[src/rtl/pnn_isqrt.sv]
// ----------------------------------------------------------------------------
// pnn_isqrt: iterative integer square root
// Digit-by-digit method, one result bit per cycle.
// ----------------------------------------------------------------------------
module pnn_isqrt #(
    parameter int W = 58
) (
    input  logic             clk,
    input  logic             rstn,
    input  logic             start,
    input  logic [W-1:0]     radicand,
    output logic             done,
    output logic [W/2-1:0]   root
);

    logic [W-1:0] x_reg, x_next;
    logic [W-1:0] res_reg, res_next;
    logic [W-1:0] bit_reg, bit_next;
    logic         busy_reg, busy_next;
    logic         done_reg, done_next;
    logic [W:0]   trial;

    always_comb begin
        trial     = {1'b0, res_reg} + {1'b0, bit_reg};
        x_next    = x_reg;
        res_next  = res_reg;
        bit_next  = bit_reg;
        busy_next = busy_reg;
        done_next = 1'b0;
        if (start) begin
            x_next    = radicand;
            res_next  = '0;
            bit_next  = W'(1) << (W - 2);
            busy_next = 1'b1;
        end else if (busy_reg) begin
            if ({1'b0, x_reg} >= trial) begin
                x_next   = x_reg - W'(trial);
                res_next = (res_reg >> 1) + bit_reg;
            end else begin
                res_next = res_reg >> 1;
            end
            bit_next = bit_reg >> 2;
            if (bit_reg[0]) begin
                busy_next = 1'b0;
                done_next = 1'b1;
            end
        end
    end

    always_ff @(posedge clk) begin
        if (!rstn) begin
            busy_reg <= 1'b0;
            done_reg <= 1'b0;
        end else begin
            busy_reg <= busy_next;
            done_reg <= done_next;
        end
        x_reg   <= x_next;
        res_reg <= res_next;
        bit_reg <= bit_next;
    end

    assign done = done_reg;
    assign root = res_reg[W/2-1:0];

endmodule

[config.mk]
export PLATFORM = sky130hd
export DESIGN_NAME = pnn_isqrt
export DESIGN_NICKNAME = d
export VERILOG_FILES = /design/src/rtl/pnn_isqrt.sv
export SDC_FILE = /design/constraint.sdc
export NUM_CORES = 1
export LEC_CHECK = 0
export ABC_AREA = 1
export BUFFER_PORTS_ARGS = -buffer_cell sky130_fd_sc_hd__buf_2
export CELL_PAD_IN_SITES_DETAIL_PLACEMENT = 2
export CELL_PAD_IN_SITES_GLOBAL_PLACEMENT = 2
export CORE_ASPECT_RATIO = 1.75
export CORE_MARGIN = 1
export CORE_UTILIZATION = 37
export CTS_CLUSTER_DIAMETER = 150
export DETAILED_ROUTE_END_ITERATION = 8
export PLACE_DENSITY = 0.87
export SLEW_MARGIN = 10
export SYNTH_ARGS = -nofsm -noshare
export SYNTH_HDL_FRONTEND = slang
export SYNTH_SLANG_ARGS = --single-unit
[constraint.sdc]
create_clock -name clk -period 13.47 [get_ports clk]
set_input_delay 1.347 -clock clk [delete_from_list [all_inputs] [get_ports clk]]
set_output_delay 1.347 -clock clk [all_outputs]
set_load 0.01 [all_outputs]
==> results.toml, run 1 <==
[status]
outcome = "completed"

[routing]
vias_per_cell = 5.80
drc = 0
drt-total-wl_um = 84800
vias = 19700
wl_per_cell_um = 24.9
postRouteAntennaNets = 0
drt_pass1_iterations = 5
drt_iter0_drc = 973

[sta]
setup_viol = 0
grt_setup_unrepaired = "no"
fin_worst_skew_ps = 20.3
period_minus_slack_ps = 7150
tns_ps = 0
min_period_over_period_pct = 53.1
fmax_mhz = 140
final.setup.worst_slack_ps = 6320
slew_headroom_pct = 36.0
drv_slew = 0
tightestPinTransition_ps = 952
hold_viol = 0

[yosys]
ys_ff_latch = 147
synth_compound_area_share_pct = 16.4
ys_seq_area_share_pct = 20.9
synth_top_cell_area_share_pct = 16.2
synth_fa_ha_area_share_pct = 8.88
yosys.area_share.simple_pct = 36.2
synth_top_family_by_area = "simple AND/OR/NAND/NOR gates"
synthCells = 2789
yosysWarningCount = 0
synth_common_cells = "nand2_1 (726), inv_1 (381), nor2_1 (310)"
syn_nets = 2969
async_flop_share_pct = 0
netlist_top_cells_area = "nand2_1 (16%), dfxtp_1 (11%), edfxtp_1 (10%), ha_1 (8.8%), inv_1 (8.5%)"
synthXorXnorAreaFrac_pct = 5.61
syn_area_per_cell_um2 = 6.04
yosys.area.top_type = "nand2_1"
synth_edf_count = 58
synth_mux_area_share_pct = 0
synth_area_mm2 = 0.0168
yosysMostFrequentCell = "nand2_1"
ys.flop_type = "dfxtp_1"
yosysUniqueCellTypes = 52

[setup_path]
crit_buf_inv = 4
path_max_fanout = 58
cp-end-kind = "flop"
criticalPathCategory = "flop to flop"
worstPathRequired_ps = 13560
slowest_delay_ps = 700
cpMostUsedCell = "nand2_1"
worst_ep_arrival_time_ps = 7240
startpoint_type = "flop"
critPathSlowestCell = "buf_4"
cpLargestDelayFamily = "simple AND/OR/NAND/NOR gates"

[clock_tree]
clk_latency_ps = 480
clk_pin_slew_ps = 80
cts_max_level = 4
cts_tree = "done"
cts_made_buffers = 17
cts-root-buf = "clkbuf_16"
cts_resized = 0
ctsHoldBuffers = 0
clock-sinks = 147
cts_buffer_depth = 2
post_cts_buffers = 0

[global_route]
grt_max_degree = 72
grt_pass1_vias = 22700
grt_overflow = 0
antenna_found_initial = 0
grt_pass1_wl_um = 129000
grt_use_total_pct = 36.8

[placed_design]
place_hpwl_um = 67400
pre_cts_ws_ps = 6530
gp_congestion = 0.984
dpl_cell_area_mm2 = 0.0175
io_buffers = 90

[layout]
seqCellArea_mm2 = 0.00352
antennaDiodeCount = 0
multiInputGateArea_mm2 = 0.0113
drive_above_1_share_pct = 7.58
fillerInstances = 5700
fin_nets = 2992
design_area_mm2 = 0.0181
area_delta_synth_final_pct = 7.57

[worst_hold_path]
hold_path_class = "flop to flop"

[floorplan]
die_h_um = 284
fp.coreArea_mm2 = 0.0450
die_x_um = 163
start_util_pct = 37.5
dieArea_mm2 = 0.0464
rows = 103
pin_count = 91

[power]
p_leak_uw = 0.00806
ir_worst_vdd_v = 0.0000723
power_density_mw_per_mm2 = 156

[flow_run]
max-cap-violations = 0
area by class of cell:
class,count,share of cell area [%]
clock buffer,22,2.74
clock inverter,10,0.511
inverter,391,8.10
multi-input combinational,2157,62.4
sequential,147,19.4
tap,577,3.98
timing repair buffer,98,2.83
placed cells by master, fill, tap and decap left out, types with 9 or more instances in the layout:
cell / Yosys / routed
nand3_1: 252 / 252
o21ai_0: 172 / 172
ha_1: 118 / 118
nor3_1: 21 / 21
a21o_1: 11 / 11
o21ai_1: 17 / 17
inv_2: 9 / 11
buf_2: 8 / 89
inv_1: 381 / 380
edfxtp_1: 58 / 58
clkbuf_16: 0 / 18
nand4_1: 25 / 25
xor2_1: 69 / 69
a31oi_1: 19 / 19
nor4_1: 14 / 14
nor2_2: 9 / 9
or2_2: 28 / 28
xnor2_1: 39 / 39
nand3_2: 19 / 19
a21oi_1: 208 / 208
dfxtp_1: 89 / 88
buf_4: 31 / 9
nor2_1: 310 / 310
o21bai_1: 28 / 28
nand2_1: 726 / 725
kinds of logic (layout without fill, tap and decap cells):
family / after synthesis / count (layout)
AOI/OAI and AO/OA: 503 / 503
xor gates and xnor gates: 108 / 108
adders and majority gates: 119 / 119
buffers and inverters: 485 / 521
DFF: 147 / 147
and+or+nand+nor: 1427 / 1427
path summary, 6_finish.rpt:
kind / cells after the start / slack (ps) / from / endpoint
hold / removal: 2 / 530 / res_reg[0]$_SDFFE_PP0P_ / res_reg[0]$_SDFFE_PP0P_
setup / recovery: 26 / 6320 / res_reg[16]$_SDFFE_PP0P_ / x_reg[57]$_DFFE_PP_
hold reg to reg: 2 / 530 / res_reg[0]$_SDFFE_PP0P_ / res_reg[0]$_SDFFE_PP0P_
setup reg to reg: 26 / 6320 / res_reg[16]$_SDFFE_PP0P_ / x_reg[57]$_DFFE_PP_
routing by layer:
metal	global-route usage, %	vias to the layer above	part of all wire [%]
li1	-	9123	-
met1	35.7	9801	35
met2	69.5	536	54
met3	3.44	280	2.6
met4	29.0	0	8.4
met5	0	-	0
power breakdown:
part           total, uW  internal, uW  switching [uW]
combinational       1650           492            1160
sequential           666           572            94.1
clock                515           282             233
total               2830          1350            1480
metrics by stage:
stage	cells	power, uW	hold WS (ps)	util (%)
2_1_floorplan	2789	1710	463	-
3_3_place_gp	3370	2140	476	39.0
3_5_place_dp	3370	2230	516	39.0
4_1_cts	3402	2800	538	40.3
5_1_grt	3402	2970	558	40.3
6_report	3402	2830	534	40.3
worst register-to-register path: stages, from the launching register on:
cell	delay [ps]
dfxtp_1	420
ha_1	430
nand2_1	100
nor2_1	340
nand2_1	130
nor4_1	520
a21oi_1	220
o21ai_0	340
nand2_1	110
nand2_1	100
xnor2_1	90
ha_1	410
nand3_1	250
nor2_2	260
nand2_1	130
nor3_2	120
nand2_1	110
nand3_2	130
nand2_2	70
inv_2	50
nand2_2	40
buf_4	350
nand3_2	460
buf_4	530
nand2_1	170
nand2_2	80
buf_4	700
Note: power is estimated with default switching activity, not from simulation.
==> run 2, diff against run 1 <==
CORE_UTILIZATION = 31   (was 37)
PLACE_DENSITY = 0.78   (was 0.87)
clock period = 6.55 ns   (was 13.47 ns; I/O delays follow)
==> run 2 against run 1 <==
Fmax up 22%. Setup slack worse by 5600 ps. Sequential power is 100% higher. Critical endpoint is now res_reg[5]$_SDFFE_PP0P_. Die area grew 19%. Register-to-register slack got worse by 5600 ps. Sequential share of layout area down 0.33 points. Wire length shrank 3.7%. Non-clock buffer count rose by 9. Largest cell class unchanged. Cell count up 3.4%. Cell area increased by 1.7%. Global-route usage down 6.5 points. Clock-buffer cell count down 4.
==> results.toml, run 2 (same netlist as run 1, synthesis figures left out) <==
[status]
outcome = "completed"

[setup_path]
criticalPathCategory = "flop to flop"
crit_buf_inv = 3
critPathSlowestCell = "nor4_1"
cpLargestDelayFamily = "simple AND/OR/NAND/NOR gates"
path_max_fanout = 58
cpMostUsedCell = "nand2_1"
worst_ep_arrival_time_ps = 6300
slowest_delay_ps = 610
worstPathRequired_ps = 6970
startpoint_type = "flop"
cp-end-kind = "flop"

[placed_design]
pre_cts_ws_ps = 794
place_hpwl_um = 68400
io_buffers = 90
gp_congestion = 0.985
placed_cells = 3486

[routing]
vias = 19200
drc = 0
drt_pass1_iterations = 5
drt_iter0_drc = 769
drt-total-wl_um = 81700
wl_per_cell_um = 23.2
postRouteAntennaNets = 0
vias_per_cell = 5.47

[sta]
tns_ps = 0
drv_slew = 0
fin_worst_hold_slack_ps = 437
hold_viol = 0
period_minus_slack_ps = 5880
slew_headroom_pct = 33.7
grt_setup_unrepaired = "no"
min_period_over_period_pct = 89.8
final.setup.worst_slack_ps = 670
fin_worst_skew_ps = 19.0
fmax_mhz = 170
tightestPinTransition_ps = 984
setup_viol = 0

[clock_tree]
clock-sinks = 147
cts_buffer_depth = 2
cts-root-buf = "clkbuf_16"
cts_max_level = 4
cts_resized = 0
cts_made_buffers = 17
clk_pin_slew_ps = 70
ctsHoldBuffers = 0
cts_tree = "done"
clk_latency_ps = 480
post_cts_buffers = 0

[floorplan]
die_h_um = 310
dieArea_mm2 = 0.0553
rows = 112
pin_count = 91
fp.coreArea_mm2 = 0.0535
die_x_um = 178
start_util_pct = 31.5

[layout]
area_delta_synth_final_pct = 9.44
fin_nets = 3001
drive_above_1_share_pct = 7.80
antennaDiodeCount = 0
fillerInstances = 6900
final_cell_mix = "nand2_1 (725), inv_1 (380), nor2_1 (310)"
stdcell_count = 3518
final_common_cell = "nand2_1"

[global_route]
grt_pass1_vias = 21900
grt_max_degree = 75
grt_pass1_wl_um = 125000
grt_use_total_pct = 30.3
antenna_found_initial = 0
grt_overflow = 0

[power]
p_leak_uw = 0.00814
power_density_mw_per_mm2 = 316
ir_worst_vdd_v = 0.000196
power_uw = 5830

[flow_run]
max-cap-violations = 0

[worst_hold_path]
hold_path_class = "input pin to flop"
run 2: cell count changes in the layout (fill, tap and decap cells not counted), sizes merged:
cell,delta
clkinvlp,+2
clkbuf,-4
bufinv,+5
buf,+9
inv,+1
clkinv,-4
run 2: final timing paths:
kind	from	to	slack (ps)	depth (start not counted)
worst max-delay path	res_reg[16]$_SDFFE_PP0P_	res_reg[5]$_SDFFE_PP0P_	670	28
worst min-delay path	rstn	busy_reg$_SDFF_PN0_	440	3
worst max register to register	res_reg[16]$_SDFFE_PP0P_	res_reg[5]$_SDFFE_PP0P_	670	28
worst min register to register	res_reg[0]$_SDFFE_PP0P_	res_reg[0]$_SDFFE_PP0P_	500	2
run 2: cell type report:
class                   count  area [um2]  share of cell area [%]
inverters                 391        1470                    7.96
clock buffers              18         429                    2.33
repair buffers            107         606                    3.28
well taps                 684         856                    4.64
flip-flops and latches    147        3520                    19.1
clock inverters            14         248                    1.34
multi-input cells        2157       11300                    61.3
run 2: layer usage:
metal  wire (um)  track usage (%)  vias to the layer above
met5           0                0                        -
met4        6730             23.1                        0
met3        1560             2.46                      234
met2       43800             58.1                      360
met1       29600             29.5                     9494
li1            -                -                     9142
run 2: worst register-to-register path: cells and delay by family (launching register included):
family / cells / cell delay [ps]
compound gates: 3 / 860
flops: 1 / 420
simple gates: 19 / 3000
xor+xnor: 1 / 100
fa+ha+maj: 2 / 780
buf+inv: 3 / 670
run 2: power by group:
part	total (uW)	leakage (uW)	internal (uW)	switching, uW
combinational	3270	0.00650	1030	2240
sequential	1350	0.00131	1170	180
clock	1210	0.000324	722	485
total	5830	0.00814	2930	2910
run 2: per-stage QoR:
stage               cell area (um2)  util, %
finish                        18400     34.4
global route                  18400     34.4
CTS                           18400     34.4
detailed placement            17800     33.2
global placement              17800     33.2
floorplan                     16800        -
